**src/assert_macros.svh**
```systemverilog
// ----------------------------------------------------------------------------
// Assertion macros
// Concurrent assertion wrappers; they expand to nothing in synthesis.
// ----------------------------------------------------------------------------
`ifndef ASSERT_MACROS_SVH
`define ASSERT_MACROS_SVH
`ifndef SYNTHESIS
// same-cycle implication
`define ASSERT_IMPL(label, clock, reset_n, ante, cons) \
    label: assert property (@(posedge clock) disable iff (!reset_n) (ante) |-> (cons)) \
        else $error("assertion failed (same-cycle implication)");
// next-cycle implication
`define ASSERT_NEXT(label, clock, reset_n, ante, cons) \
    label: assert property (@(posedge clock) disable iff (!reset_n) (ante) |=> (cons)) \
        else $error("assertion failed (next-cycle implication)");
`else
`define ASSERT_IMPL(label, clock, reset_n, ante, cons)
`define ASSERT_NEXT(label, clock, reset_n, ante, cons)
`endif
`endif

```
**src/rcmf_pkg.sv**
```systemverilog
// ----------------------------------------------------------------------------
// rcmf_pkg
// Shared types and constants of the RGB cross median filter.
// ----------------------------------------------------------------------------
package rcmf_pkg;

    localparam int RCMF_MAX_WIDTH  = 4096;
    localparam int RCMF_MAX_HEIGHT = 4096;

    localparam int CH_W      = 8;
    localparam int NUM_CH    = 3;
    localparam int NUM_PTS   = 5;            // center plus four neighbors
    localparam int NUM_NB    = NUM_PTS - 1;
    localparam int COORD_W   = 12;
    localparam int CFG_W     = 13;
    localparam int CFG_IDX_W = 1;
    localparam int PEND_W    = 3;            // up to three results per pixel

    localparam logic [CFG_IDX_W-1:0] CFG_FRAME_WIDTH  = 1'd0;
    localparam logic [CFG_IDX_W-1:0] CFG_FRAME_HEIGHT = 1'd1;

    typedef logic [CH_W-1:0]    chan_t;
    typedef logic [COORD_W-1:0] coord_t;

    // stored layout: red in the low byte, apply on top
    typedef struct packed {
        logic                   apply;
        chan_t [NUM_CH-1:0]     rgb;
    } pixel_t;

    typedef struct packed {
        chan_t in_red;
        chan_t in_green;
        chan_t in_blue;
        logic  in_apply;
    } in_word_t;

    typedef struct packed {
        coord_t out_row;
        coord_t out_col;
        chan_t  out_red;
        chan_t  out_green;
        chan_t  out_blue;
        logic   frame_done;
    } out_word_t;

    typedef struct packed {
        logic r_gt0;
        logic r_gt1;
        logic c_gt0;
        logic c_gt1;
        logic has_right;
        logic last_row;
        logic last_col;
    } flags_t;

    // neighborhood held for the pixel in the working stage
    typedef struct packed {
        pixel_t pix;    // current pixel (r,c)
        pixel_t up;     // (r-2,c)
        pixel_t pl;     // (r-1,c-1)
        pixel_t pm;     // (r-1,c)
        pixel_t pr;     // (r-1,c+1)
        pixel_t cl1;    // (r,c-1)
        pixel_t cl2;    // (r,c-2)
        coord_t row;
        coord_t col;
        flags_t flags;
    } win_t;

    typedef enum logic [1:0] {
        RES_UPPER,      // (r-1,c)
        RES_LEFT,       // (r,c-1), last row only
        RES_LAST        // (r,c), last pixel of the frame
    } res_kind_t;

    typedef struct packed {
        pixel_t                center;
        pixel_t [NUM_NB-1:0]   nb;
        logic   [NUM_NB-1:0]   nb_vld;
        coord_t                row;
        coord_t                col;
        logic                  done;
    } op_t;

endpackage

```
**src/rcmf_select.sv**
```systemverilog
// ----------------------------------------------------------------------------
// rcmf_select
// Picks center, neighbors and coordinates of one result from the window.
// ----------------------------------------------------------------------------
module rcmf_select
    import rcmf_pkg::*;
(
    input  win_t      win,
    input  res_kind_t kind,
    output op_t       op
);

    always_comb
    begin
        op = '0;
        unique case (kind)
            RES_UPPER:
            begin
                op.center    = win.pm;
                op.nb[0]     = win.up;
                op.nb[1]     = win.pix;
                op.nb[2]     = win.pl;
                op.nb[3]     = win.pr;
                op.nb_vld[0] = win.flags.r_gt1;
                op.nb_vld[1] = 1'b1;
                op.nb_vld[2] = win.flags.c_gt0;
                op.nb_vld[3] = win.flags.has_right;
                op.row       = win.row - coord_t'(1);
                op.col       = win.col;
            end
            RES_LEFT:
            begin
                op.center    = win.cl1;
                op.nb[0]     = win.pl;
                op.nb[1]     = win.cl2;
                op.nb[2]     = win.pix;
                op.nb_vld[0] = win.flags.r_gt0;
                op.nb_vld[1] = win.flags.c_gt1;
                op.nb_vld[2] = 1'b1;
                op.row       = win.row;
                op.col       = win.col - coord_t'(1);
            end
            RES_LAST:
            begin
                op.center    = win.pix;
                op.nb[0]     = win.pm;
                op.nb[1]     = win.cl1;
                op.nb_vld[0] = win.flags.r_gt0;
                op.nb_vld[1] = win.flags.c_gt0;
                op.row       = win.row;
                op.col       = win.col;
                op.done      = 1'b1;
            end
            default:
            begin
                op = '0;
            end
        endcase
    end

endmodule

```
**config.mk**
```make
export PLATFORM = sky130hd
export DESIGN_NAME = rcmf_select
export DESIGN_NICKNAME = d
export VERILOG_FILES = /design/src/assert_macros.svh /design/src/rcmf_pkg.sv /design/src/rcmf_select.sv
export SDC_FILE = /design/constraint.sdc
export NUM_CORES = 1
export LEC_CHECK = 0
export BUFFER_PORTS_ARGS = -buffer_cell sky130_fd_sc_hd__buf_2
export CORE_AREA = 2 2 141 143
export DETAILED_ROUTE_END_ITERATION = 10
export DIE_AREA = 0 0 143 145
export SYNTH_ARGS = -nofsm -noshare
export SYNTH_HDL_FRONTEND = slang
export SYNTH_SLANG_ARGS = --single-unit
```
**constraint.sdc**
```tcl
create_clock -name vclk -period 6
set_clock_uncertainty 0.15 [all_clocks]
set_input_delay 1.2 -clock vclk [all_inputs]
set_output_delay 1.2 -clock vclk [all_outputs]
set_load 0.02 [all_outputs]
```
==> results summary <==
The flow ran to the end, and the final reports show no timing, DRC or antenna violations. In the routed layout, each cell is associated on average with a via count of 4.35. The via count of the first global-routing pass is roughly 4.1k.

The share of layout cells above drive strength 1 is 48.6%. Gates resized during post-CTS repair numbered 0. The final critical path takes up between 70% and 80% of the cycle. The area of the core region came out at 19200 um^2. The worst slew margin relative to its limit came out at 36.3%. The overall fraction of global-route tracks in use came out at 12.0%. The data arrival time of the critical path came out at 3.29 ns. The effective utilization at floorplan is approximately 15%. After technology mapping, the gate count stands at 444. The worst endpoint required time came out at 4.65 ns. Registers take 0 um^2. The transition time at the pin with the least slew margin came out at 0.956 ns. The number of antenna violations at the first check in global routing is 3. The worst setup path is captured at an output pin. Setup repair after global routing left no endpoint under its margin.

The highest attainable clock frequency is 216 MHz. The average routed wire per standard cell came out at between 10 and 15 um. The die extent in x is between 100 and 150 um.

The final hold violation count was 0. The count of hold buffers inserted by post-cts repair came out at 0. Yosys printed 0 warnings.

The post-CTS setup-driven buffer insertion count came out at 0. After detailed routing, the number of remaining DRC violations is 0. The worst hold-check path type is in2out. The length of the first detailed-routing pass in iterations is 4. Across the run, the number of max-cap violations was 0. The maximum VDD drop is 0.0363 mV. The number of design-rule violations left by the first detailed-router iteration is ~130.

The final layout contains routed wiring with a total length of 14.1 mm. The count of buffers added on input and output ports is 360. The number of endpoints failing setup at the final stage is 0. The floorplan has 51 rows. The final layout net count came out at between 900 and 1k. Of the synthesized area, sequential elements account for 0%. The final-layout clock buffer total is 0.

The worst setup path is of the in2out kind. The startpoint type of the worst setup path is an input port. The accumulated negative setup slack came out at 0 ns. Summed over all cells, the static leakage comes to 2.70 nW. The leading cell type in the layout, fill and taps excluded is buf_2. The count of boundary I/O pins is roughly 360. The average cell area after synthesis came out at 6.52 um^2. The minimum clock period after layout came out at 4.64 ns. The number of max-slew violations in the final report was 0.

The post-DP HPWL came out at 11.5 mm. Leaving out fill and tap cells, the most frequent cells in the layout are buf_2, mux2i_1, o21ai_0, nand3b_1, nor2_1. The full die area came out at 20700 um^2. The synthesized netlist net count came out at 654.

For this run the aggregate overflow at the end of global routing stands at 0. The area growth from synthesis to layout is 70.5%. The total standard cell area after synthesis is 2890 um^2. The total chip power is 422 uW. The power density relative to cell area is roughly 86 nW/um^2.

Tracing the worst setup path back leads to its startpoint at kind[1]. The capture point of the worst path is op[11]. The count of distinct cell types in the synthesized netlist is 35. The die height came out at 145 um. The first global-routing pass estimated a little over 20 mm of wire. The detailed-route via count came out at 4495. The maximum fanout along the worst path is 90. The maximum number of pins on one net before global-route repair is 91. The placer's final routability congestion estimate came out at 0.816. The number of sequential cells in the layout is 0. The count of filler cells inserted in the layout is 2165. The final hold slack came out at 2.56 ns.

The detail route stage leaves a number of antenna-violating nets equal to 0.
==> where the power goes <==
part	leakage, nW	total [mW]	switching, mW	internal (mW)
Clock	0.0000190	0.0000000670	0	0.0000000669
Combinational	2.70	0.422	0.253	0.169
Sequential	0	0	0	0
==> cell usage after synthesis, drive strengths merged, types with 4 or more instances <==
cell type	n	area (um^2)
nor3	4	20.0
or4	4	38.8
buf	11	47.5
or3	4	25.0
nand2b	4	25.0
a21oi	6	30.0
nor4	4	25.0
mux2i	103	1030
o22ai	4	25.0
and2	27	169
clkbuf	32	120
o21ai	80	400
nand2	31	116
nand3b	51	383
inv	7	26.3
xnor2	6	52.6
xor2	4	35.0
nor2	42	160
==> cell families after synthesis <==
logic type	synth area share [%]
AND/OR/NAND/NOR	35.7
multiplexers	36.0
AO/OA/AOI/OAI	17.7
buffers and inverters	6.70
XOR/XNOR	3.03
adder cells (fa/ha/maj)	0.865
==> how the worst min path moves through the flow <==
stage / cells after the start / slack (ns) / end / startpoint
finish: 3 / 2.56 / op[24] / win[30]
global route: 3 / 2.57 / op[24] / win[30]
CTS: 3 / 2.57 / op[24] / win[30]
detailed placement: 3 / 2.56 / op[24] / win[30]
global placement: 3 / 2.57 / op[108] / win[85]
floorplan: 1 / 2.39 / op[22] / win[28]
==> area by class of cell <==
cell class	instances	area (um^2)	share of cell area, %
diodes	3	7.51	0.152
well taps	265	332	6.72
repair buffers	365	1860	37.7
inverters	7	26.3	0.533
multi-input cells	394	2710	54.9
==> worst max-delay path: stages <==
cell    delay [ns]
buf_4         0.52
buf_4         0.72
and2_1        0.48
nor2_1        0.13
buf_2         0.18
==> through the flow <==
stage	setup WS [ns]	cell area, um^2	instances	utilization (%)
global route	1.10	4930	1034	25.7
detailed placement	1.31	4920	1031	25.6
CTS	1.31	4920	1031	25.6
floorplan	1.73	2890	444	-
finish	1.36	4930	1034	25.7
global placement	1.33	4920	1031	25.6
==> routing by layer <==
layer	routed length (um)	GRT usage, %	vias to the layer above
met5	0	0	-
met4	125	1.53	0
met3	1070	1.65	6
met2	7110	23.5	235
met1	5760	13.7	2007
li1	-	-	2247
Power figures use the tool's default switching activity.
