File: src/assert_macros.svh
// ----------------------------------------------------------------------------
// Assertion macros
// Concurrent assertion wrappers; they expand to nothing in synthesis.
// ----------------------------------------------------------------------------
`ifndef ASSERT_MACROS_SVH
`define ASSERT_MACROS_SVH
`ifndef SYNTHESIS
// same-cycle implication
`define ASSERT_IMPL(label, clock, reset_n, ante, cons) \
    label: assert property (@(posedge clock) disable iff (!reset_n) (ante) |-> (cons)) \
        else $error("assertion failed (same-cycle implication)");
// next-cycle implication
`define ASSERT_NEXT(label, clock, reset_n, ante, cons) \
    label: assert property (@(posedge clock) disable iff (!reset_n) (ante) |=> (cons)) \
        else $error("assertion failed (next-cycle implication)");
`else
`define ASSERT_IMPL(label, clock, reset_n, ante, cons)
`define ASSERT_NEXT(label, clock, reset_n, ante, cons)
`endif
`endif

File: src/rcmf_pkg.sv
// ----------------------------------------------------------------------------
// rcmf_pkg
// Shared types and constants of the RGB cross median filter.
// ----------------------------------------------------------------------------
package rcmf_pkg;

    localparam int RCMF_MAX_WIDTH  = 4096;
    localparam int RCMF_MAX_HEIGHT = 4096;

    localparam int CH_W      = 8;
    localparam int NUM_CH    = 3;
    localparam int NUM_PTS   = 5;            // center plus four neighbors
    localparam int NUM_NB    = NUM_PTS - 1;
    localparam int COORD_W   = 12;
    localparam int CFG_W     = 13;
    localparam int CFG_IDX_W = 1;
    localparam int PEND_W    = 3;            // up to three results per pixel

    localparam logic [CFG_IDX_W-1:0] CFG_FRAME_WIDTH  = 1'd0;
    localparam logic [CFG_IDX_W-1:0] CFG_FRAME_HEIGHT = 1'd1;

    typedef logic [CH_W-1:0]    chan_t;
    typedef logic [COORD_W-1:0] coord_t;

    // stored layout: red in the low byte, apply on top
    typedef struct packed {
        logic                   apply;
        chan_t [NUM_CH-1:0]     rgb;
    } pixel_t;

    typedef struct packed {
        chan_t in_red;
        chan_t in_green;
        chan_t in_blue;
        logic  in_apply;
    } in_word_t;

    typedef struct packed {
        coord_t out_row;
        coord_t out_col;
        chan_t  out_red;
        chan_t  out_green;
        chan_t  out_blue;
        logic   frame_done;
    } out_word_t;

    typedef struct packed {
        logic r_gt0;
        logic r_gt1;
        logic c_gt0;
        logic c_gt1;
        logic has_right;
        logic last_row;
        logic last_col;
    } flags_t;

    // neighborhood held for the pixel in the working stage
    typedef struct packed {
        pixel_t pix;    // current pixel (r,c)
        pixel_t up;     // (r-2,c)
        pixel_t pl;     // (r-1,c-1)
        pixel_t pm;     // (r-1,c)
        pixel_t pr;     // (r-1,c+1)
        pixel_t cl1;    // (r,c-1)
        pixel_t cl2;    // (r,c-2)
        coord_t row;
        coord_t col;
        flags_t flags;
    } win_t;

    typedef enum logic [1:0] {
        RES_UPPER,      // (r-1,c)
        RES_LEFT,       // (r,c-1), last row only
        RES_LAST        // (r,c), last pixel of the frame
    } res_kind_t;

    typedef struct packed {
        pixel_t                center;
        pixel_t [NUM_NB-1:0]   nb;
        logic   [NUM_NB-1:0]   nb_vld;
        coord_t                row;
        coord_t                col;
        logic                  done;
    } op_t;

endpackage

File: src/rcmf_median.sv
// ----------------------------------------------------------------------------
// rcmf_median
// Median of up to five 8-bit values; mean of the middle pair on even counts.
// ----------------------------------------------------------------------------
module rcmf_median
    import rcmf_pkg::*;
(
    input  chan_t [NUM_PTS-1:0] vals,
    input  logic  [NUM_PTS-1:0] vld,     // vld[0] must be set
    output chan_t               med
);

    localparam int RANK_W = $clog2(NUM_PTS + 1);

    logic [RANK_W-1:0] rank [NUM_PTS];
    logic [RANK_W-1:0] cnt;
    logic [RANK_W-1:0] lo_rank;
    logic [RANK_W-1:0] hi_rank;
    chan_t             lo_val;
    chan_t             hi_val;
    logic [CH_W:0]     sum;

    // rank = number of valid values sorting below; equal values break by index
    always_comb
    begin
        cnt     = RANK_W'($countones(vld));
        lo_rank = (cnt - RANK_W'(1)) >> 1;
        hi_rank = cnt >> 1;
        lo_val  = '0;
        hi_val  = '0;
        for (int i = 0; i < NUM_PTS; i++)
        begin
            rank[i] = '0;
            for (int j = 0; j < NUM_PTS; j++)
            begin
                if (j != i && vld[j] &&
                    (vals[j] < vals[i] || (vals[j] == vals[i] && j < i)))
                begin
                    rank[i] = rank[i] + RANK_W'(1);
                end
            end
        end
        for (int i = 0; i < NUM_PTS; i++)
        begin
            if (vld[i] && rank[i] == lo_rank)
            begin
                lo_val = vals[i];
            end
            if (vld[i] && rank[i] == hi_rank)
            begin
                hi_val = vals[i];
            end
        end
        sum = {1'b0, lo_val} + {1'b0, hi_val};
        med = sum[CH_W:1];
    end

endmodule

File: config.mk
export PLATFORM = sky130hd
export DESIGN_NAME = rcmf_median
export DESIGN_NICKNAME = d
export VERILOG_FILES = /design/src/assert_macros.svh /design/src/rcmf_pkg.sv /design/src/rcmf_median.sv
export SDC_FILE = /design/constraint.sdc
export NUM_CORES = 1
export LEC_CHECK = 0
export ABC_AREA = 1
export BUFFER_PORTS_ARGS = -buffer_cell sky130_fd_sc_hd__buf_2
export CORE_AREA = 2 2 109 111
export DETAILED_ROUTE_END_ITERATION = 12
export DIE_AREA = 0 0 111 113
export PLACE_DENSITY = 0.65
export SLEW_MARGIN = 40
export SYNTH_ARGS = -nofsm -noshare
export SYNTH_HDL_FRONTEND = slang
export SYNTH_SLANG_ARGS = --single-unit
export TNS_END_PERCENT = 50
File: constraint.sdc
create_clock -name vclk -period 5.94
set_clock_uncertainty 0.2 [all_clocks]
set_input_delay 0.297 -clock vclk [all_inputs]
set_output_delay 0.297 -clock vclk [all_outputs]
set_load 0.02 [all_outputs]
==> flow_metrics.tcl <==
set metrics [dict create \
    setup_viol 0 \
    period_needed_ps 5490 \
    antenna_cells 0 \
    cp-end-kind "output port" \
    cp-start-kind "primary input" \
    cp_max_fo 14 \
    drv_slew 0 \
    final_cells 910 \
    wl_per_cell_um 14.4 \
    postRouteWirelength_mm 13.1 \
    avgSynthCellArea_um2 6.37 \
    hold_buffers 0 \
    dieHeight_um 113 \
    drtIter0Drc 194 \
    num-clock-buffers 0 \
    finalHoldViolations 0 \
    sw_frac_of_total_pct 62.7 \
    routed_via_density 5.31 \
    worstPathArrival_ps 4990 \
    seq_cells 0 \
    coreArea_um2 11300 \
    dp_hpwl_mm 11.3 \
    syn_area_um2 4480 \
    overflow 0 \
    drtAntennaViolNets 0 \
    first_global_vias 4626 \
    p_sw_uw 764 \
    clockPowerShare_pct 0 \
    grt_util_all_layers_pct 21.2 \
    antenna_found_initial 0 \
    grt_max_degree 18 \
    hp-class "in2out" \
    p_comb_share_pct 100.0 \
    drive_above_1_share_pct 21.3 \
    route.detailed.drc 0 \
    pwr-share-seq_pct 0 \
    outcome "finished clean" \
    layout_setup_ws_ps 449 \
    drv_cap 0 \
    vdd_drop_max_v 0.000179 \
    min_period_over_period_pct 92.4 \
    p_per_area_nw_per_um2 241 \
    syn_nets 855 \
    area_growth_pct 13.2 \
    grt_pass1_wl_mm 22.3 \
    nets 921 \
    synth_cells 703 \
    die_w_um 111 \
    p_int_uw 456 \
    synth.distinct_cells 40 \
    worst_pin_slew_ps 351 \
    gp_congestion 0.975 \
    leakagePower_uw 0.00281 \
    crit_required_ps 5440 \
    start_util_pct 39.7 \
    cpPeakStageDelay_ps 470 \
    firstDrtPassIters 5 \
    fp.dieArea_um2 12500 \
    vias 4836 \
    slowest_stage "fa_1" \
    regArea_um2 0 \
    port_buffers 53 \
    pre_cts_ws_ps 192 \
    num_io_pins 53 \
    yosys_warnings 0 \
    fmax_ghz 0.182 \
    crit_type "in2out" \
    place_inst 905 \
    synth_sequential_area_ratio_pct 0 \
    rows 39 \
    relSlewSlack_pct 76.6 \
    fin_tns_setup_ps 0 \
]
-- Yosys cell counts (all sizes together) --
cell / n / area (µm²)
a21o: 2 / 15.0
xnor2: 3 / 26.3
clkbuf: 2 / 7.51
o211ai: 35 / 273
nand4: 20 / 153
a221oi: 1 / 8.76
a22oi: 1 / 7.51
o21ai: 49 / 257
or2: 5 / 31.3
nand3b: 1 / 7.51
xor2: 3 / 26.3
nor2: 49 / 255
fa: 3 / 60.1
a211oi: 1 / 20.0
a21oi: 48 / 244
o21a: 5 / 37.5
inv: 112 / 423
nand2: 172 / 761
nand3: 75 / 485
o21bai: 4 / 30.0
buf: 8 / 48.8
ha: 104 / 1300
-- critical path, delay by kind of cell --
family | cells | cell delay [ps]
AO/OA/AOI/OAI | 12 | 1340
adder cells (fa/ha/maj) | 4 | 1390
buffers and inverters | 8 | 810
AND/OR/NAND/NOR | 10 | 1150
-- cell families after synthesis --
group / share of synthesized area, %
and+or+nand+nor: 37.8
adders and majority gates: 30.4
xor gates and xnor gates: 1.17
AOI/OAI and AO/OA: 19.9
buffers and inverters: 10.7
-- power by group through the flow --
stage | Sequential (µW) | Combinational [µW] | Clock, µW
2_1_floorplan | 0 | 869 | 0
3_3_place_gp | 0 | 1190 | 0
3_5_place_dp | 0 | 1190 | 0
4_1_cts | 0 | 1200 | 0
5_1_grt | 0 | 1370 | 0
6_report | 0 | 1220 | 0
-- per-layer routing --
layer	vias to the layer above	track usage (%)	share of wire (%)
li1	2531	-	-
met1	2145	28.7	47
met2	135	37.2	46
met3	25	0.589	4.6
met4	0	5.58	2.9
met5	-	0	0
-- cell type report --
type / count / area [µm²]
Tap cell: 143 / 179
Fill cell: 1210 / 6200
Inverter: 112 / 423
Timing Repair Buffer: 74 / 423
Multi-Input combinational cell: 581 / 4050
-- placed cells by master (no fill, tap or decap), types with 8 or more instances in the layout --
| cell | Yosys | routed |
|---|---|---|
| nand4_1 | 17 | 17 |
| inv_1 | 108 | 108 |
| nand2_2 | 28 | 28 |
| buf_4 | 1 | 21 |
| nand3_1 | 56 | 56 |
| nor2_2 | 4 | 8 |
| a21oi_1 | 47 | 47 |
| ha_1 | 104 | 104 |
| nand3_2 | 17 | 15 |
| nor2_1 | 38 | 33 |
| buf_2 | 6 | 53 |
| o211ai_1 | 33 | 33 |
| nand2_1 | 138 | 138 |
| o21ai_0 | 40 | 35 |
-- what timing repair did --
action	4_1_cts	5_1_grt
setup buffers	0	5
endpoints found under the setup margin	0	6
gates resized for setup	0	17
-- through the flow --
stage	hold slack [ps]	power [µW]	util, %	area (µm²)
finish	1080	1220	45.0	5070
global route	1140	1370	45.0	5070
CTS	1090	1200	44.2	4990
detailed placement	1090	1190	44.2	4990
global placement	1090	1190	44.2	4990
floorplan	843	869	-	4480
-- path summary, 6_finish.rpt --
kind     start     end  slack, ps  cells past startpoint
max   vals[17]  med[7]        450                     34
min   vals[31]  med[7]       1080                      6
No activity file was read; power rests on OpenSTA's default activity.
