[src/assert_macros.svh]
// ----------------------------------------------------------------------------
// Assertion macros
// Concurrent assertion wrappers; they expand to nothing in synthesis.
// ----------------------------------------------------------------------------
`ifndef ASSERT_MACROS_SVH
`define ASSERT_MACROS_SVH
`ifndef SYNTHESIS
// same-cycle implication
`define ASSERT_IMPL(label, clock, reset_n, ante, cons) \
    label: assert property (@(posedge clock) disable iff (!reset_n) (ante) |-> (cons)) \
        else $error("assertion failed (same-cycle implication)");
// next-cycle implication
`define ASSERT_NEXT(label, clock, reset_n, ante, cons) \
    label: assert property (@(posedge clock) disable iff (!reset_n) (ante) |=> (cons)) \
        else $error("assertion failed (next-cycle implication)");
`else
`define ASSERT_IMPL(label, clock, reset_n, ante, cons)
`define ASSERT_NEXT(label, clock, reset_n, ante, cons)
`endif
`endif

[src/rcmf_ram.sv]
// ----------------------------------------------------------------------------
// rcmf_ram
// Simple dual-port RAM: one write port, one registered read port, read-first.
// ----------------------------------------------------------------------------
module rcmf_ram #(
    parameter int  WIDTH = 8,
    parameter int  DEPTH = 16,
    localparam int AW    = (DEPTH > 1) ? $clog2(DEPTH) : 1
)
(
    input  logic             clk,
    input  logic             we,
    input  logic [AW-1:0]    waddr,
    input  logic [WIDTH-1:0] wdata,
    input  logic             re,
    input  logic [AW-1:0]    raddr,
    output logic [WIDTH-1:0] rdata
);

    logic [WIDTH-1:0] mem_reg [DEPTH];
    logic [WIDTH-1:0] rdata_reg;

    always_ff @(posedge clk)
    begin
        if (we)
        begin
            mem_reg[waddr] <= wdata;
        end
        if (re)
        begin
            rdata_reg <= mem_reg[raddr];
        end
    end

    assign rdata = rdata_reg;

endmodule

[config.mk]
export PLATFORM = sky130hd
export DESIGN_NAME = rcmf_ram
export DESIGN_NICKNAME = d
export VERILOG_FILES = /design/src/assert_macros.svh /design/src/rcmf_ram.sv
export SDC_FILE = /design/constraint.sdc
export NUM_CORES = 1
export LEC_CHECK = 0
export BUFFER_PORTS_ARGS = -buffer_cell sky130_fd_sc_hd__buf_2
export CAP_MARGIN = 5
export CORE_UTILIZATION = 60
export CTS_CLUSTER_DIAMETER = 80
export DETAILED_ROUTE_END_ITERATION = 7
export PLACE_DENSITY = 0.85
export SETUP_SLACK_MARGIN = 0.02
export SLEW_MARGIN = 20
export SYNTH_ARGS = -nofsm -noshare
export SYNTH_HDL_FRONTEND = slang
export SYNTH_SLANG_ARGS = --single-unit
export TNS_END_PERCENT = 100
[constraint.sdc]
create_clock -name clk -period 5.34 [get_ports clk]
set_clock_uncertainty 0.1 [all_clocks]
set_input_delay 0.267 -clock clk [delete_from_list [all_inputs] [get_ports clk]]
set_output_delay 0.267 -clock clk [all_outputs]
set_load 0.02 [all_outputs]
==> summary.txt, run 1 <==
All-layer global routing usage: 26.6%
Maximum operating frequency: 502 MHz
DR WL met2: 5490 um
Post-route cell area: 6080 um^2
Core ar.: 8340 um^2
Routability congestion estimate: 0.727
Total of flip-flops plus latches after synthesis: 136
Highest metal layer with signal wires: met4
Via count of the first global-routing pass: 2526
Syn-to-layout area delta: 16.3%
Syn nets: 248
Final Hold Fails: 0
Critical path type: input port to flip-flop
Total Nets Final: 288
Final period utilization: 37.3%
Data arrival time of the worst path: 2.15 ns
Most area-hungry cell type in the Yosys netlist: edfxtp_1
Number of core rows: 33
Worst path required time: 5.50 ns
Vias: 2540
Clock transition time at the flip-flop clock pins of the worst setup and hold paths: 0.07 ns
Min cycle time layout: 1.99 ns
Area of the multi-input gates: 1060 um^2
Number of distinct library cells after synthesis: 18
Synthesized instance count: 229
Worst hold slack: 0.0275 ns
Worst path cell trace: buf_2, mux4_1, a22oi_1, nand2_1
CTS sink cnt: 136
Fraction of layout instances using a drive strength above 1: 28.4%
Iteration-0 DRC Markers: 234
Effective utilization at floorplan: 62.7%
Number of synthesis warnings: 0
Class of the most critical hold timing path: input port to flip-flop
Most common cell after layout, fill and taps aside: edfxtp_1
Maximum fanout along the worst path: 32
Leading post-synthesis cells by cell area: edfxtp_1 78%, mux4_2 7.8%, mux4_1 7.0%
Slowest Stage Delay on Critical Path: 0.75 ns
Post-synthesis area per instance: 22.8 um^2
Maximum Capacitance Violations: 0
Leakage power: 0.00204 uW
Area taken by flip-flops and latches: 4080 um^2
Sequential-to-total area share from yosys stat: 78.1%
X dimension of the die: 95.3 um
Crit end category: flip-flop
Final antenna diode count: 0
Worst Tran Pin Value: 1.02 ns
GRT overflow: 0
Die Footprint: 9090 um^2
Count of final setup violators: 0
Count of input and output buffers: 26
Number of optimization iterations in the first detailed-route pass: 5
Number of top-level pins: 27
Final slew viol count: 0
CP Launch Type: input port
Highest-count cells in the layout ignoring fill and taps: 136 x edfxtp_1, 26 x buf_2, 18 x mux4_2
Cells after DPL: 354
Clk_lat worst skew: 0.53 ns
Wire length per cell: 27.8 um
Relative max-transition margin: 32.3%
Final-layout setup total negative slack: 0 ns
Power density of the placed cells: 425 nW/um^2
Share of the synthesized area in the top cell type: 78.1%
Area of the mapped netlist: 5230 um^2
Met3 layer wire length in the routed design: 987 um
Clock tree from TritonCTS: done
Non-filler instance count after layout: 387
Number of antenna violations at the first check in global routing: 0
FILL cells: 469
Total CTS buffers: 17
Cell chosen for the clock root: clkbuf_8
Worst-case clock buffer depth: 2
First-pass GRT wire length: 15600 um
Area after detailed placement: 5430 um^2
Pin count of the biggest net entering global routing: 33
Max H-tree Level: 4
Setup repair after global routing missed its margin: no
Result of the run: finished, final reports clean
DRC violations left: 0
Estimated wirelength of the detail-placed design: 5770 um
Number of nets with antenna violations after detailed routing: 0
Post-CTS sizing: 0
Vias per cell: 6.56
Worst-path cell with the longest stage delay: buf_2
Peak supply drop: 0.314 mV
M1 wire length: 4140 um
Max reg flops: 128
Vert. Die Dim: 95.3 um
Detailed Route WL: 10800 um
==> logic make-up after synthesis <==
group,Yosys count,share of synthesized area [%]
multiplexers,32,14.8
AO/OA/AOI/OAI,16,2.30
flip-flops,136,78.1
AND/OR/NAND/NOR,35,3.14
buffers and inverters,10,1.65
==> power by group <==
part / internal, uW / switching [uW] / leakage (uW)
combinational: 42.5 / 67.5 / 0.000499
sequential: 1200 / 8.01 / 0.00124
clock: 810 / 453 / 0.000302
total: 2060 / 529 / 0.00204
==> synth_stat cells <==
library cell and n:
edfxtp_1 136, buf_2 3, a22oi_1 16, mux4_1 14, or3b_2 1, and2b_1 1
and2_1 1, nor3_1 4, buf_4 1, nand2b_1 2, mux4_2 18, nor2b_1 1
buf_6 3, nand3b_1 2, nor2_1 13, nand2_1 9, clkdlybuf4s25_2 3, nand3_1 1
==> area by class of cell <==
type	instances	share of cell area (%)
Tap cell	105	2.16
Multi-Input combinational cell	83	17.4
Clock inverter	14	3.64
Sequential cell	136	67.1
Timing Repair Buffer	31	2.80
Clock buffer	18	6.87
==> layer usage <==
layer	GRT usage [%]	vias up
met5	0	-
met2	41.1	158
met4	9.60	0
met3	8.45	16
li1	-	1059
met1	36.2	1307
==> timing repair <==
item                      4_1_cts  5_1_grt
hold buffers                    0        1
hold endpoints to repair        0        2
buffers inserted                0        0
==> path summary, 6_finish.rpt <==
kind                                          startpoint                       to  slack, ns  cells past startpoint
worst min register to register  mem_reg[13][7]$_DFFE_PP_       rdata[7]$_DFFE_PP_       0.65                      3
worst max-delay path                            raddr[0]       rdata[3]$_DFFE_PP_       3.35                      4
worst max register to register   mem_reg[0][3]$_DFFE_PP_       rdata[3]$_DFFE_PP_       3.61                      3
worst min-delay path                            wdata[1]  mem_reg[5][1]$_DFFE_PP_       0.03                      1
==> worst max-delay path, delay by kind of cell <==
kind / cells / cell delay (ns)
AO/OA/AOI/OAI: 1 / 0.29
multiplexers: 1 / 0.71
buffers and inverters: 1 / 0.75
AND/OR/NAND/NOR: 1 / 0.11
==> stage by stage <==
stage               power, uW  setup slack (ns)  utilization, %
floorplan                1300              3.48               -
global placement         1330              2.89            65.1
detailed placement       1340              2.89            65.1
CTS                      2590              3.32            72.8
global route             2640              3.23            72.9
finish                   2580              3.35            72.9
(Power assumes the default switching activity.)
==> run 2, diff against run 1 <==
CORE_UTILIZATION = 54   (was 60)
PLACE_DENSITY = 0.81   (was 0.85)
clock period = 1.65 ns   (was 5.34 ns; I/O delays follow)
==> run 2 against run 1 <==
Die area grew 11%. Global-route usage shrank 3.5 points. Sequential power grew to 3.2 times the previous value. Sequential share of layout area shrank 2.7 points. Wire length shrank 4.2%. Final cell count grew 13%. Final area grew 4.1%. Via count shrank 1.7%. Critical path type is now flip-flop to flip-flop. Highest routed layer unchanged.
==> summary.txt, run 2 (synthesis gave the netlist of run 1 again) <==
Final period utilization: 95.6%
Die Footprint: 10100 um^2 (was 9090 um^2)
Cell chosen for the clock root: clkbuf_8 (unchanged)
Data arrival time of the worst path: 1.74 ns (was 2.15 ns)
Number of top-level pins: 27 (unchanged)
CTS sink cnt: 136 (unchanged)
Post-route cell area: 6330 um^2 (was 6080 um^2)
Worst path required time: 1.81 ns (was 5.50 ns)
Maximum Capacitance Violations: 0 (unchanged)
FILL cells: 567 (was 469)
Wire length per cell: 23.6 um (was 27.8 um)
GRT overflow: 0 (unchanged)
Setup repair after global routing missed its margin: no (unchanged)
Worst-path cell with the longest stage delay: mux4_2 (was buf_2)
Worst reg2reg startpoint: mem_reg[3][4]$_DFFE_PP_ (was mem_reg[0][3]$_DFFE_PP_)
Highest-count cells in the layout ignoring fill and taps: 136 x edfxtp_1, 26 x buf_2, 21 x buf_4 (was 136 x edfxtp_1, 26 x buf_2, 18 x mux4_2)
Effective utilization at floorplan: 56.0% (was 62.7%)
Startpoint of the worst hold path: waddr[0] (was wdata[1])
Number of nets with antenna violations after detailed routing: 0 (unchanged)
Pin count of the biggest net entering global routing: 25 (was 33)
Peak supply drop: 0.791 mV (was 0.314 mV)
Slowest Stage Delay on Critical Path: 0.47 ns (was 0.75 ns)
Number of post-CTS setup repair buffers: 0 (unchanged)
Via count of the first global-routing pass: 2650 (was 2526)
Estimated wirelength of the detail-placed design: 5970 um (was 5770 um)
Routability congestion estimate: 0.722 (was 0.727)
Core ar.: 9330 um^2 (was 8340 um^2)
Clock transition time at the flip-flop clock pins of the worst setup and hold paths: 0.06 ns (was 0.07 ns)
Crit end category: flip-flop (unchanged)
Max H-tree Level: 4 (unchanged)
Number of core rows: 35 (was 33)
Final Hold Fails: 0 (unchanged)
Maximum operating frequency: 634 MHz
Maximum fanout along the worst path: 1 (was 32)
Vias: 2498 (was 2540)
Vert. Die Dim: 100 um (was 95.3 um)
Part of the total power dissipated in sequential elements: 48.3% (was 46.9%)
Number of buffers and inverters on the critical path: 0 (was 1)
Leakage power: 0.00216 uW (was 0.00204 uW)
Class of the most critical hold timing path: input port to flip-flop (unchanged)
Critical path type: flip-flop to flip-flop (was input port to flip-flop)
Worst-case clock buffer depth: 2 (unchanged)
Proportion of power drawn by the clock network: 46.8% (was 48.9%)
Clk_lat worst skew: 0.51 ns (was 0.53 ns)
Worst Tran Pin Value: 0.436 ns (was 1.02 ns)
Most common cell after layout, fill and taps aside: edfxtp_1 (unchanged)
DRC violations left: 0 (unchanged)
Number of optimization iterations in the first detailed-route pass: 4 (was 5)
Final antenna diode count: 0 (unchanged)
Fraction of layout instances using a drive strength above 1: 32.5% (was 28.4%)
Non-filler instance count after layout: 437 (was 387)
Worst setup path start: mem_reg[3][4]$_DFFE_PP_ (was raddr[0])
Power density of the placed cells: 1280 nW/um^2 (was 425 nW/um^2)
First-pass GRT wire length: 15700 um (was 15600 um)
X dimension of the die: 100 um (was 95.3 um)
Worst path cell trace: mux4_2, a22oi_1, nand2_1 (was buf_2, mux4_1, a22oi_1, nand2_1)
Net switching power of the design: 1620 uW (was 529 uW)
Final slew viol count: 0 (unchanged)
Combinational fraction of design power: 4.9% (was 4.3%)
Iteration-0 DRC Markers: 175 (was 234)
Relative max-transition margin: 71.0% (was 32.3%)
All-layer global routing usage: 23.1% (was 26.6%)
Internal power component: 6490 uW (was 2060 uW)
Total Nets Final: 315 (was 288)
Min cycle time layout: 1.58 ns
Vias per cell: 5.72 (was 6.56)
Detailed Route WL: 10300 um (was 10800 um)
CP Launch Type: flip-flop (was input port)
Count of input and output buffers: 26 (unchanged)
Number of antenna violations at the first check in global routing: 0 (unchanged)
Clock tree from TritonCTS: done (unchanged)
Cells after DPL: 397 (was 354)
Top cell family by delay on the critical path: multiplexers (was buffers and inverters)
Sw frac: 19.9% (was 20.5%)
Area after detailed placement: 5640 um^2 (was 5430 um^2)
Syn-to-layout area delta: 21.1% (was 16.3%)
Total CTS buffers: 17 (unchanged)
Max reg flops: 128 (unchanged)
Count of final setup violators: 0 (unchanged)
Result of the run: finished, final reports clean (unchanged)
run 2: cell types whose count changed in the layout (fill, tap and decap cells not counted), sizes merged:
cell,previous run,this run
clkinv,3,7
clkbuf,18,17
dlygate4sd3,1,9
buf,30,49
bufinv,5,4
inv,3,0
run 2: layout make-up:
type                       count  area (um^2)  share of cell area (%)
timing repair buffer          58          418                    6.60
clock buffer                  17          414                    6.54
multi-input combinational     83         1070                    16.9
sequential                   136         4080                    64.5
tap                          129          161                    2.55
clock inverter                14          183                    2.88
run 2: through the flow:
stage / hold slack, ns / utilization, % / power [uW] / setup WS, ns / setup TNS, ns
global placement: 0.363 / 60.4 / 4350 / -0.0719 / -0.106
floorplan: 0.0814 / - / 4200 / 0.185 / 0
finish: 0.0443 / 67.9 / 8110 / 0.0719 / 0
CTS: 0.0143 / 67.8 / 8150 / 0.0491 / 0
detailed placement: 0.369 / 60.4 / 4360 / -0.103 / -0.330
global route: 0.0279 / 67.9 / 8320 / 0.0250 / 0
run 2: path summary, 6_finish.rpt:
| check | depth (start not counted) | to | slack (ns) |
|---|---|---|---|
| setup reg to reg | 3 | rdata[4]$_DFFE_PP_ | 0.07 |
| setup / recovery | 3 | rdata[4]$_DFFE_PP_ | 0.07 |
| hold reg to reg | 3 | rdata[3]$_DFFE_PP_ | 0.66 |
| hold / removal | 3 | mem_reg[0][5]$_DFFE_PP_ | 0.04 |
run 2: repair_timing:
item / 4_1_cts / 5_1_grt
endpoints found under the hold margin: 136 / 0
gates resized for setup: 0 / 2
setup endpoints to repair: 0 / 2
hold buffers: 9 / 0
run 2: per-layer routing:
metal	GRT usage (%)	part of all wire (%)
met5	0	0
met4	12.2	1.5
met3	5.57	8.7
met2	37.5	51
met1	29.4	38
run 2: power groups by stage:
stage | registers, uW | clock network [uW] | logic, uW
finish | 3920 | 3790 | 399
global route | 3920 | 3970 | 430
CTS | 3920 | 3830 | 401
detailed placement | 3990 | 0 | 377
global placement | 3980 | 0 | 364
floorplan | 4000 | 0 | 197
run 2: worst register-to-register path: stages, from the launching register on:
cell,delay [ns]
edfxtp_1,0.39
mux4_2,0.47
a22oi_1,0.28
nand2_1,0.08
==> run 3, diff against run 2 <==
CORE_UTILIZATION = 40   (was 54)
CTS_BUF_LIST = sky130_fd_sc_hd__clkbuf_4 sky130_fd_sc_hd__clkbuf_8   (was not set)
PLACE_DENSITY = 0.65   (was 0.81)
==> run 3 against run 2 <==
Via count is 1.1% higher. Power is 7.5% lower. Flip-flop and latch count stayed put. Maximum frequency is 0.27% lower. Count of clock-buffer cells in the layout is 2 higher. Final area is 0.34% lower. Global-route usage is 6.2 points lower. Sequential share of layout area is 0.22 points higher. Critical path type unchanged.
==> summary.txt, run 3 (synthesis gave the netlist of run 1 again) <==
Final antenna diode count: 0 (unchanged)
Crit end category: flip-flop (unchanged)
Total power draw: 7500 uW (was 8110 uW)
Setup repair after global routing missed its margin: no (unchanged)
First-pass GRT wire length: 15400 um (was 15700 um)
Number of antenna violations at the first check in global routing: 0 (unchanged)
Peak supply drop: 0.589 mV (was 0.791 mV)
Total CTS buffers: 17 (unchanged)
Pin count of the biggest net entering global routing: 17 (was 25)
Vias per cell: 5.23 (was 5.72)
Iteration-0 DRC Markers: 218 (was 175)
FILL cells: 1030 (was 567)
Via count of the first global-routing pass: 2553 (was 2650)
Total Nets Final: 317 (was 315)
Maximum Capacitance Violations: 0 (unchanged)
Number of nets with antenna violations after detailed routing: 0 (unchanged)
All-layer global routing usage: 16.9% (was 23.1%)
Max reg flops: 128 (unchanged)
X dimension of the die: 116 um (was 100 um)
Core occupancy in the finished layout: 49.8% (was 67.9%)
Effective utilization at floorplan: 41.3% (was 56.0%)
Class of the most critical hold timing path: input port to flip-flop (unchanged)
Wire length per cell: 21.0 um (was 23.6 um)
Final Hold Fails: 0 (unchanged)
Data arrival time of the worst path: 1.66 ns (was 1.74 ns)
Worst path required time: 1.73 ns (was 1.81 ns)
Result of the run: finished, final reports clean (unchanged)
CP Launch Type: flip-flop (unchanged)
Power density of the placed cells: 1190 nW/um^2 (was 1280 nW/um^2)
GRT overflow: 0 (unchanged)
Number of core rows: 41 (was 35)
Depth of the worst register-to-register path: 3 (unchanged)
Maximum fanout along the worst path: 1 (unchanged)
Detailed Route WL: 10100 um (was 10300 um)
Max H-tree Level: 4 (unchanged)
Critical path type: flip-flop to flip-flop (unchanged)
Worst-case clock buffer depth: 2 (unchanged)
CTS sink cnt: 136 (unchanged)
Syn-to-layout area delta: 20.7% (was 21.1%)
Clock tree from TritonCTS: done (unchanged)
Number of optimization iterations in the first detailed-route pass: 5 (was 4)
Fraction of layout instances using a drive strength above 1: 34.4% (was 32.5%)
Leakage power: 0.00213 uW (was 0.00216 uW)
Maximum operating frequency: 632 MHz (was 634 MHz)
Most common cell after layout, fill and taps aside: edfxtp_1 (unchanged)
Final period utilization: 95.9% (was 95.6%)
Count of final setup violators: 0 (unchanged)
Relative max-transition margin: 70.2% (was 71.0%)
Routability congestion estimate: 0.717 (was 0.722)
Vias: 2525 (was 2498)
Vert. Die Dim: 116 um (was 100 um)
Die Footprint: 13500 um^2 (was 10100 um^2)
Min cycle time layout: 1.58 ns (about the same)
Cell chosen for the clock root: clkbuf_8 (unchanged)
Number of top-level pins: 27 (unchanged)
Cell depth of the worst hold path: 3 (unchanged)
DRC violations left: 0 (unchanged)
Worst Tran Pin Value: 0.447 ns (was 0.436 ns)
Final slew viol count: 0 (unchanged)
Core ar.: 12700 um^2 (was 9330 um^2)
Clock transition time at the flip-flop clock pins of the worst setup and hold paths: 0.07 ns (was 0.06 ns)
Clk_lat worst skew: 0.43 ns (was 0.51 ns)
Number of post-CTS setup repair buffers: 0 (unchanged)
Estimated wirelength of the detail-placed design: 6600 um (was 5970 um)
Count of input and output buffers: 26 (unchanged)
Highest-count cells in the layout ignoring fill and taps: 136 x edfxtp_1, 26 x buf_2, 22 x buf_4 (was 136 x edfxtp_1, 26 x buf_2, 21 x buf_4)
## run 3: power breakdown
group          internal [uW]  total (uW)  switching [uW]
sequential              3890        3910            20.3
clock                   1980        3180            1200
combinational            183         417             234
total                   6050        7500            1450
## run 3: metrics by stage
step / hold WS [ns] / setup slack, ns / setup TNS [ns] / cell area (um^2) / cells
floorplan: 0.0814 / 0.185 / 0 / 5230 / 229
finish: 0.126 / 0.0676 / 0 / 6310 / 483
detailed placement: 0.369 / -0.117 / -0.672 / 5720 / 442
global placement: 0.369 / -0.0980 / -0.519 / 5720 / 442
global route: 0.117 / 0.0349 / 0 / 6310 / 483
CTS: 0.0914 / 0.0351 / 0 / 6300 / 483
## run 3: layout make-up
type | count | area [um^2] | share of cell area (%)
clock buffer | 19 | 249 | 3.95
tap | 172 | 215 | 3.41
timing repair buffer | 60 | 445 | 7.06
multi-input combinational | 83 | 1090 | 17.3
clock inverter | 13 | 225 | 3.57
sequential | 136 | 4080 | 64.7
## run 3: what timing repair did
item / CTS / global route
cloned: 0 / 0
pin swaps: 0 / 1
endpoints found under the hold margin: 136 / 0
endpoints found under the setup margin: 3 / 3
resized for setup: 3 / 3
hold buffers: 9 / 0
## run 3: worst paths after layout
path	from	to	slack [ns]
setup / recovery	mem_reg[1][7]$_DFFE_PP_	rdata[7]$_DFFE_PP_	0.07
hold / removal	waddr[0]	mem_reg[4][5]$_DFFE_PP_	0.13
setup reg to reg	mem_reg[1][7]$_DFFE_PP_	rdata[7]$_DFFE_PP_	0.07
hold reg to reg	mem_reg[4][3]$_DFFE_PP_	rdata[3]$_DFFE_PP_	0.67
## run 3: worst max-delay path, stage by stage (launching register included)
cell and delay (ns):
edfxtp_1 0.41, mux4_2 0.50, a22oi_2 0.26, nand2_1 0.07
## run 3: routing by layer
metal,share of wire [%],global-route usage (%),vias to the layer above
met4,1.5,8.89,0
met5,0,0,-
met3,7.5,4.31,11
met1,39,21.8,1286
li1,-,-,1119
met2,52,26.6,109
